--- src/rtl/tftp_rr_pkg.sv ---
// Shared types, codes and constants for the TFTP read receiver.
package tftp_rr_pkg;

  typedef enum logic [1:0] {
    PH_IDLE   = 2'd0,
    PH_ACTIVE = 2'd1,
    PH_DONE   = 2'd2,
    PH_FAILED = 2'd3
  } phase_t;

  typedef enum logic [1:0] {
    K_NONE = 2'd0,
    K_RRQ  = 2'd1,
    K_ACK  = 2'd2,
    K_ERR  = 2'd3
  } kind_t;

  typedef enum logic [1:0] {
    CMD_START   = 2'd0,
    CMD_PKT     = 2'd1,
    CMD_TIMEOUT = 2'd2,
    CMD_UNUSED  = 2'd3
  } cmd_t;

  typedef enum logic [1:0] {
    CFG_WELL_KNOWN_PORT    = 2'd0,
    CFG_RETRY_LIMIT        = 2'd1,
    CFG_DEFAULT_BLOCK_SIZE = 2'd2
  } cfg_idx_t;

  localparam logic [7:0]  OP_DATA      = 8'h03;
  localparam logic [7:0]  OP_MAX_KNOWN = 8'h05;
  localparam logic [2:0]  E_ILLEGAL    = 3'd4;
  localparam logic [2:0]  E_UNKNOWN_ID = 3'd5;
  localparam logic [15:0] HDR_BYTES    = 16'd4;

  localparam logic [15:0] DEF_WELL_KNOWN_PORT = 16'd69;
  localparam logic [7:0]  DEF_RETRY_LIMIT     = 8'd5;
  localparam logic [15:0] DEF_BLOCK_SIZE      = 16'd512;

  localparam int unsigned Q_DEPTH = 2;

  typedef struct packed {
    logic [1:0]  cmd;
    logic        from_server_ip;
    logic [15:0] src_port;
    logic [7:0]  pkt_opcode;
    logic [15:0] block_num;
    logic [15:0] pkt_len;
  } in_item_t;

  typedef struct packed {
    logic [1:0]  send_kind;
    logic [15:0] send_block;
    logic [2:0]  err_code;
    logic [15:0] dest_port;
    logic        write_payload;
    logic [15:0] payload_length;
    logic        done_res;
    logic        failed;
  } out_item_t;

  typedef struct packed {
    logic        valid;
    logic        cmd_ok;
    cmd_t        cmd;
    logic        from_ip;
    logic [15:0] sport;
    logic        is_data;
    logic        op_illegal;
    logic [15:0] blk;
    logic [15:0] pay;
  } event_t;

endpackage

--- src/rtl/tftp_rr_front.sv ---
// Event classifier and event queue feeding the transfer engine.
module tftp_rr_front
  import tftp_rr_pkg::*;
#(
  parameter int unsigned DEPTH = Q_DEPTH
) (
  input  logic     clk,
  input  logic     rst,
  input  logic     in_valid,
  output logic     in_stall,
  input  in_item_t in_data,
  input  logic     q_pop,
  output event_t   q_head
);

  localparam int unsigned PTR_W = (DEPTH > 1) ? $clog2(DEPTH) : 1;
  localparam int unsigned CNT_W = $clog2(DEPTH + 1);

  event_t             slots [DEPTH];
  logic [PTR_W-1:0]   wr_ptr;
  logic [PTR_W-1:0]   rd_ptr;
  logic [CNT_W-1:0]   count;
  event_t             cls;
  logic               push;
  logic               pop;

  always_comb begin
    cls            = '0;
    cls.valid      = 1'b1;
    cls.cmd_ok     = (in_data.cmd != CMD_UNUSED);
    cls.cmd        = cmd_t'(in_data.cmd);
    cls.from_ip    = in_data.from_server_ip;
    cls.sport      = in_data.src_port;
    cls.is_data    = (in_data.pkt_opcode == OP_DATA);
    cls.op_illegal = (in_data.pkt_opcode > OP_MAX_KNOWN);
    cls.blk        = in_data.block_num;
    cls.pay        = (in_data.pkt_len >= HDR_BYTES) ?
                     (in_data.pkt_len - HDR_BYTES) : 16'd0;
  end

  assign in_stall = (count == CNT_W'(DEPTH));
  assign push     = in_valid && !in_stall;
  assign pop      = q_pop && (count != '0);

  always_comb begin
    q_head       = slots[rd_ptr];
    q_head.valid = (count != '0);
  end

  always_ff @(posedge clk) begin
    if (push) begin
      slots[wr_ptr] <= cls;
    end
  end

  always_ff @(posedge clk) begin
    if (rst) begin
      wr_ptr <= '0;
      rd_ptr <= '0;
      count  <= '0;
    end else begin
      if (push) begin
        wr_ptr <= (wr_ptr == PTR_W'(DEPTH - 1)) ? '0 : wr_ptr + PTR_W'(1);
      end
      if (pop) begin
        rd_ptr <= (rd_ptr == PTR_W'(DEPTH - 1)) ? '0 : rd_ptr + PTR_W'(1);
      end
      count <= count + CNT_W'(push) - CNT_W'(pop);
    end
  end

endmodule

--- src/rtl/tftp_rr_back.sv ---
// Transfer engine: session state, configuration registers and result register.
module tftp_rr_back
  import tftp_rr_pkg::*;
(
  input  logic      clk,
  input  logic      rst,
  input  event_t    q_head,
  output logic      q_pop,
  output logic      out_valid,
  input  logic      out_stall,
  output out_item_t out_data,
  input  logic      cfg_valid,
  output logic      cfg_ready,
  input  logic [1:0]  cfg_index,
  input  logic [15:0] cfg_data
);

  logic [15:0] well_known_port;
  logic [7:0]  retry_limit;
  logic [15:0] default_block_size;

  phase_t      phase, phase_next;
  logic [15:0] transfer_id, transfer_id_next;
  logic        id_known, id_known_next;
  logic [15:0] last_block, last_block_next;
  logic [7:0]  retry_count, retry_count_next;
  logic [15:0] block_size, block_size_next;
  logic        first_seen, first_seen_next;

  out_item_t   res;
  logic [7:0]  rc_inc;
  logic        retry_hit;
  logic [15:0] expect_blk;
  logic [15:0] tid_eff;
  logic [15:0] bs_eff;

  assign cfg_ready = 1'b1;
  assign q_pop     = q_head.valid && (!out_valid || !out_stall);

  always_ff @(posedge clk) begin
    if (rst) begin
      well_known_port    <= DEF_WELL_KNOWN_PORT;
      retry_limit        <= DEF_RETRY_LIMIT;
      default_block_size <= DEF_BLOCK_SIZE;
    end else if (cfg_valid) begin
      case (cfg_index)
        CFG_WELL_KNOWN_PORT:    well_known_port    <= cfg_data;
        CFG_RETRY_LIMIT:        retry_limit        <= cfg_data[7:0];
        CFG_DEFAULT_BLOCK_SIZE: default_block_size <= cfg_data;
        default: ;
      endcase
    end
  end

  always_comb begin
    res              = '0;
    phase_next       = phase;
    transfer_id_next = transfer_id;
    id_known_next    = id_known;
    last_block_next  = last_block;
    retry_count_next = retry_count;
    block_size_next  = block_size;
    first_seen_next  = first_seen;
    rc_inc     = (retry_count != 8'hFF) ? retry_count + 8'd1 : retry_count;
    retry_hit  = (rc_inc >= retry_limit);
    expect_blk = last_block + 16'd1;
    tid_eff    = id_known ? transfer_id : q_head.sport;
    bs_eff     = first_seen ? block_size :
                 ((q_head.pay > default_block_size) ? q_head.pay : default_block_size);
    if (q_head.cmd_ok) begin
      unique case (q_head.cmd)
        CMD_START: begin
          phase_next       = PH_ACTIVE;
          transfer_id_next = '0;
          id_known_next    = 1'b0;
          last_block_next  = '0;
          retry_count_next = '0;
          block_size_next  = default_block_size;
          first_seen_next  = 1'b0;
          res.send_kind    = K_RRQ;
          res.dest_port    = well_known_port;
        end
        CMD_PKT: begin
          if (phase == PH_ACTIVE && q_head.from_ip) begin
            if (!id_known) begin
              transfer_id_next = q_head.sport;
              id_known_next    = 1'b1;
            end
            if (q_head.sport != tid_eff) begin
              res.send_kind  = K_ERR;
              res.err_code   = E_UNKNOWN_ID;
              res.dest_port  = q_head.sport;
            end else begin
              if (!first_seen) begin
                block_size_next = bs_eff;
                first_seen_next = 1'b1;
              end
              if (!q_head.is_data) begin
                if (q_head.op_illegal) begin
                  res.send_kind  = K_ERR;
                  res.err_code   = E_ILLEGAL;
                  res.dest_port  = tid_eff;
                end
                retry_count_next = rc_inc;
                if (retry_hit) begin
                  phase_next = PH_FAILED;
                  res.failed = 1'b1;
                end
              end else if (q_head.blk == expect_blk) begin
                last_block_next    = expect_blk;
                retry_count_next   = '0;
                res.send_kind      = K_ACK;
                res.send_block     = expect_blk;
                res.dest_port      = tid_eff;
                res.write_payload  = 1'b1;
                res.payload_length = q_head.pay;
                if (q_head.pay < bs_eff) begin
                  res.done_res = 1'b1;
                  phase_next   = PH_DONE;
                end
              end else if (q_head.blk == last_block) begin
                res.send_kind  = K_ACK;
                res.send_block = last_block;
                res.dest_port  = tid_eff;
              end else begin
                retry_count_next = rc_inc;
                if (retry_hit) begin
                  phase_next = PH_FAILED;
                  res.failed = 1'b1;
                end
              end
            end
          end
        end
        CMD_TIMEOUT: begin
          if (phase == PH_ACTIVE) begin
            retry_count_next = rc_inc;
            if (retry_hit) begin
              phase_next = PH_FAILED;
              res.failed = 1'b1;
            end else if (last_block != 16'd0) begin
              res.send_kind  = K_ACK;
              res.send_block = last_block;
              res.dest_port  = id_known ? transfer_id : well_known_port;
            end else begin
              res.send_kind = K_RRQ;
              res.dest_port = well_known_port;
            end
          end
        end
        default: ;
      endcase
    end
  end

  always_ff @(posedge clk) begin
    if (rst) begin
      phase       <= PH_IDLE;
      transfer_id <= '0;
      id_known    <= 1'b0;
      last_block  <= '0;
      retry_count <= '0;
      block_size  <= DEF_BLOCK_SIZE;
      first_seen  <= 1'b0;
      out_valid   <= 1'b0;
    end else begin
      if (q_pop) begin
        phase       <= phase_next;
        transfer_id <= transfer_id_next;
        id_known    <= id_known_next;
        last_block  <= last_block_next;
        retry_count <= retry_count_next;
        block_size  <= block_size_next;
        first_seen  <= first_seen_next;
        out_valid   <= 1'b1;
      end else if (!out_stall) begin
        out_valid <= 1'b0;
      end
    end
  end

  always_ff @(posedge clk) begin
    if (q_pop) begin
      out_data <= res;
    end
  end

  a_fail_phase: assert property (@(posedge clk) disable iff (rst)
    (q_pop && res.failed) |=> (phase == PH_FAILED))
    else $error("failed result without failed phase");

  a_done_phase: assert property (@(posedge clk) disable iff (rst)
    (q_pop && res.done_res) |=> (phase == PH_DONE) && (retry_count == 8'd0))
    else $error("done result without done phase");

  a_write_is_ack: assert property (@(posedge clk) disable iff (rst)
    (out_valid && out_data.write_payload) |-> (out_data.send_kind == K_ACK))
    else $error("payload write without ack");

endmodule

--- src/rtl/tftp_read_receiver.sv ---
// Top level of the TFTP read receiver: event queue in front of the transfer engine.
// Unless the output stalls, accepts one event word per cycle and returns exactly one
// result word per event, in order. An accepted event sits in a queue of QUEUE_DEPTH
// words and moves from its head to the result register when the output is not stalled;
// the rate is set by the transfer engine, which updates the session state for one
// event per cycle. Input stall rises only when the queue is full. Configuration writes
// are always ready and must be issued while no events are in flight.
module tftp_read_receiver
  import tftp_rr_pkg::*;
#(
  parameter int unsigned QUEUE_DEPTH = Q_DEPTH
) (
  input  logic        clk,
  input  logic        rst,
  input  logic        in_valid,
  output logic        in_stall,
  input  in_item_t    in_data,
  output logic        out_valid,
  input  logic        out_stall,
  output out_item_t   out_data,
  input  logic        cfg_valid,
  output logic        cfg_ready,
  input  logic [1:0]  cfg_index,
  input  logic [15:0] cfg_data
);

  event_t q_head;
  logic   q_pop;

  tftp_rr_front #(
    .DEPTH(QUEUE_DEPTH)
  ) u_front (
    .clk      (clk),
    .rst      (rst),
    .in_valid (in_valid),
    .in_stall (in_stall),
    .in_data  (in_data),
    .q_pop    (q_pop),
    .q_head   (q_head)
  );

  tftp_rr_back u_back (
    .clk       (clk),
    .rst       (rst),
    .q_head    (q_head),
    .q_pop     (q_pop),
    .out_valid (out_valid),
    .out_stall (out_stall),
    .out_data  (out_data),
    .cfg_valid (cfg_valid),
    .cfg_ready (cfg_ready),
    .cfg_index (cfg_index),
    .cfg_data  (cfg_data)
  );

endmodule

--- config.mk ---
export PLATFORM = sky130hd
export DESIGN_NAME = tftp_read_receiver
export DESIGN_NICKNAME = d
export VERILOG_FILES = /design/src/rtl/tftp_rr_pkg.sv /design/src/rtl/tftp_rr_front.sv /design/src/rtl/tftp_rr_back.sv /design/src/rtl/tftp_read_receiver.sv
export SDC_FILE = /design/constraint.sdc
export NUM_CORES = 1
export LEC_CHECK = 0
export BUFFER_PORTS_ARGS = -buffer_cell sky130_fd_sc_hd__buf_2
export CORE_MARGIN = 8
export CORE_UTILIZATION = 30
export CTS_CLUSTER_SIZE = 20
export DETAILED_ROUTE_END_ITERATION = 10
export PLACE_DENSITY = 0.56
export SKIP_CTS_REPAIR_TIMING = 1
export SLEW_MARGIN = 40
export SYNTH_ARGS = -nofsm -noshare
export SYNTH_HDL_FRONTEND = slang
export SYNTH_SLANG_ARGS = --single-unit
--- constraint.sdc ---
create_clock -name clk -period 7 [get_ports clk]
set_clock_uncertainty 0.2 [all_clocks]
set_input_delay 0.35 -clock clk [delete_from_list [all_inputs] [get_ports clk]]
set_output_delay 0.35 -clock clk [all_outputs]
set_load 0.005 [all_outputs]
==> results.yml <==
place:
  gp_congestion: 0.855
  placed_cell_area_sq_um: 14800
  hpwl_um: 27400
  io_buffers: 138
  pre_cts_ws_ps: 1670
global_routing:
  track_usage_pct: 13.8
  grt_max_degree: 71
  grt_pass1_wl_um: 57900
  antenna_found_initial: 6
  grt_overflow: 0
  first_global_vias: 9950
timing:
  fin_ws_ps: 1600
  relSlewSlack_pct: 45.2
  tightest_slew_ps: 821
  fmax_ghz: 0.185
  finalSetupViolCount: 0
  tns_ps: 0
  slew_violations: 0
  hold_viol: 0
  fin_crit_sh_pct: 77.1
  fin_crit_ps: 5400
  rsz0062_at_grt: "false"
flow_run:
  maxCapViolations: 0
clocking:
  clkTransAtPathRegs_ps: 60
  cts_tree: "yes"
  ctsHtreeMaxLevel: 1
  cts_buffers: 30
  cts_buffer_depth: 3
  root_buffer: "clkbuf_16"
  cts.sinks: 269
  clkLatencyLatePin_ps: 570
floorplanning:
  core_sq_um: 44300
  start_util_pct: 30.4
  fp.dieH_um: 228
  ios: 141
  die_w_um: 228
  row_count: 77
  die_area_sq_um: 52000
yosys:
  async_flop_share_pct: 0
  synth_edf_count: 163
  synth_seq_cells: 269
  synthCells: 1290
  synth_ff_type: "edfxtp_1"
  syn_nets: 1423
  avgSynthCellArea_sq_um: 10.5
  synthTopCellsByArea: "edfxtp_1, dfxtp_1, ha_1"
  yosysSeqAreaShare_pct: 52.0
  synth_top_cell_by_area: "edfxtp_1"
  ys_warn_count: 0
  synth.top_cell.area_share_pct: 36.3
  synth_most_common_cell: "edfxtp_1"
  synth.distinct_cells: 69
  synth_common_cells: "edfxtp_1, nand2_1, dfxtp_1"
  syn_area_sq_um: 13500
finish:
  finalInstanceArea_sq_um: 16400
  drive_gt1_share_pct: 18.3
  nets: 1599
  fin_util_pct: 37.1
  syn_to_final_growth_pct: 21.9
critical_path:
  required_ps: 7270
  slowest_delay_ps: 620
  critical_path_class: "reg2reg"
  crit_path_end_kind: "register"
  cp_slowest_cell: "or4_1"
  worstPathArrival_ps: 5670
  critPathLaunchType: "register"
  crit_chain: "mux2_2 > ha_1 > nand4_1 > or4_1 > o22ai_4 > mux2i_1 > o21a_1 > ha_1 > nand3_1 > nor3_1 > nand3_1 > o211a_1 > and3_1 > nor4_1 > nor2_1 > a221oi_1"
  crit_buf_inv: 0
  crit_fanout: 18
  crit_family: "simple AND/OR/NAND/NOR gates"
routing:
  postRouteAntennaNets: 0
  wl_met1_um: 16600
  via_per_inst: 4.92
  drc: 0
  met2WireLength_um: 18500
  post_drt_wl_per_cell_um: 18.0
  drtPass1Iterations: 7
  met3_length_um: 1690
  wl_um: 37600
  via_count: 10262
  drt_iter0_markers: 859
  routed.top_layer: "met5"
power_and_ir_drop:
  vdd.ir_drop.worst_uv: 142
  leakage_nw: 6.00
  power_mw: 5.08
  power.density_nw_per_um2: 309
hold_path:
  hold_class: "in2reg"
outcome:
  outcome: "finished, final reports clean"
==> flip-flops by register name (all words and copies together) (netlist names), 2 cells and up, named ones only <==
| signal | count |
|---|---|
| u_back.phase | 2 |
| u_back.retry_count | 8 |
| u_back.block_size | 16 |
| u_front.slots | 108 |
| u_front.count | 2 |
| u_back.transfer_id | 16 |
| u_back.well_known_port | 16 |
| u_back.retry_limit | 8 |
| u_back.default_block_size | 16 |
| u_back.last_block | 16 |
| u_back.out_data | 55 |
==> metrics by stage <==
stage,hold slack (ps),std cells
floorplan,232,1290
global placement,257,1961
detailed placement,263,1962
CTS,-263,2018
global route,18.1,2085
finish,9.20,2087
==> layout make-up <==
| class | instances | area (sq um) |
|---|---|---|
| fill | 4437 | 27900 |
| sequential | 269 | 7020 |
| multi-input combinational | 897 | 6010 |
| timing repair buffer | 218 | 1460 |
| clock buffer | 32 | 768 |
| tap | 592 | 741 |
| clock inverter | 24 | 239 |
| inverter | 50 | 188 |
| antenna | 5 | 12.5 |
==> tightest hold or removal path, delay by kind of cell <==
family | cells | cell delay [ps]
simple gates | 1 | 50
xor+xnor | 1 | 110
buf+inv | 1 | 90
==> kinds of logic (layout without fill, tap and decap cells) <==
family / Yosys count / count (layout) / share of synthesized area (%)
AND/OR/NAND/NOR: 426 / 426 / 15.6
XOR/XNOR: 58 / 58 / 3.87
buffers and inverters: 124 / 324 / 3.78
flip-flops: 269 / 269 / 52.0
multiplexers: 95 / 95 / 7.49
adder cells (fa/ha/maj): 51 / 51 / 4.73
other: 2 / 7 / 0.0557
AO/OA/AOI/OAI: 265 / 265 / 12.4
==> power by group <==
part           total, mW  leakage, nW  switching [mW]  internal [mW]
clock network       1.60        0.491           0.654          0.942
registers           2.06         2.40          0.0861           1.98
logic               1.42         3.10           0.846          0.573
==> worst paths after layout <==
kind	slack, ps	endpoint	depth (start not counted)	start
setup reg to reg	1600	u_back.phase[1]	16	register
hold / removal	9	u_front.slots[0][13]	3	in_data[13]
setup / recovery	1600	u_back.phase[1]	16	register
hold reg to reg	270	u_back.block_size[1]	2	u_back.block_size[1]
==> cells in the final DEF (no fill, tap or decap), types with 8 or more instances in the layout <==
master and n:
a211oi_1 9, a21oi_1 95, a22oi_1 25, a31oi_1 12, and3_1 12, buf_2 138
buf_4 15, clkbuf_16 30, clkinv_2 8, dfxtp_1 105, dlygate4sd3_1 64, edfxtp_1 163
ha_1 51, inv_1 49, mux2_2 44, mux2i_1 50, nand2_1 134, nand3_1 48
nand4_1 15, nor2_1 90, nor2b_1 27, nor3_1 20, nor4_1 17, o211a_1 9
o21a_1 19, o21ai_0 46, xnor2_1 36, xor2_1 21
==> routing by layer <==
layer	track usage, %	vias up
li1	-	5052
met3	2.79	52
met5	0	-
met2	24.0	221
met4	3.35	2
met1	17.2	4935
Power figures use the tool's default switching activity.
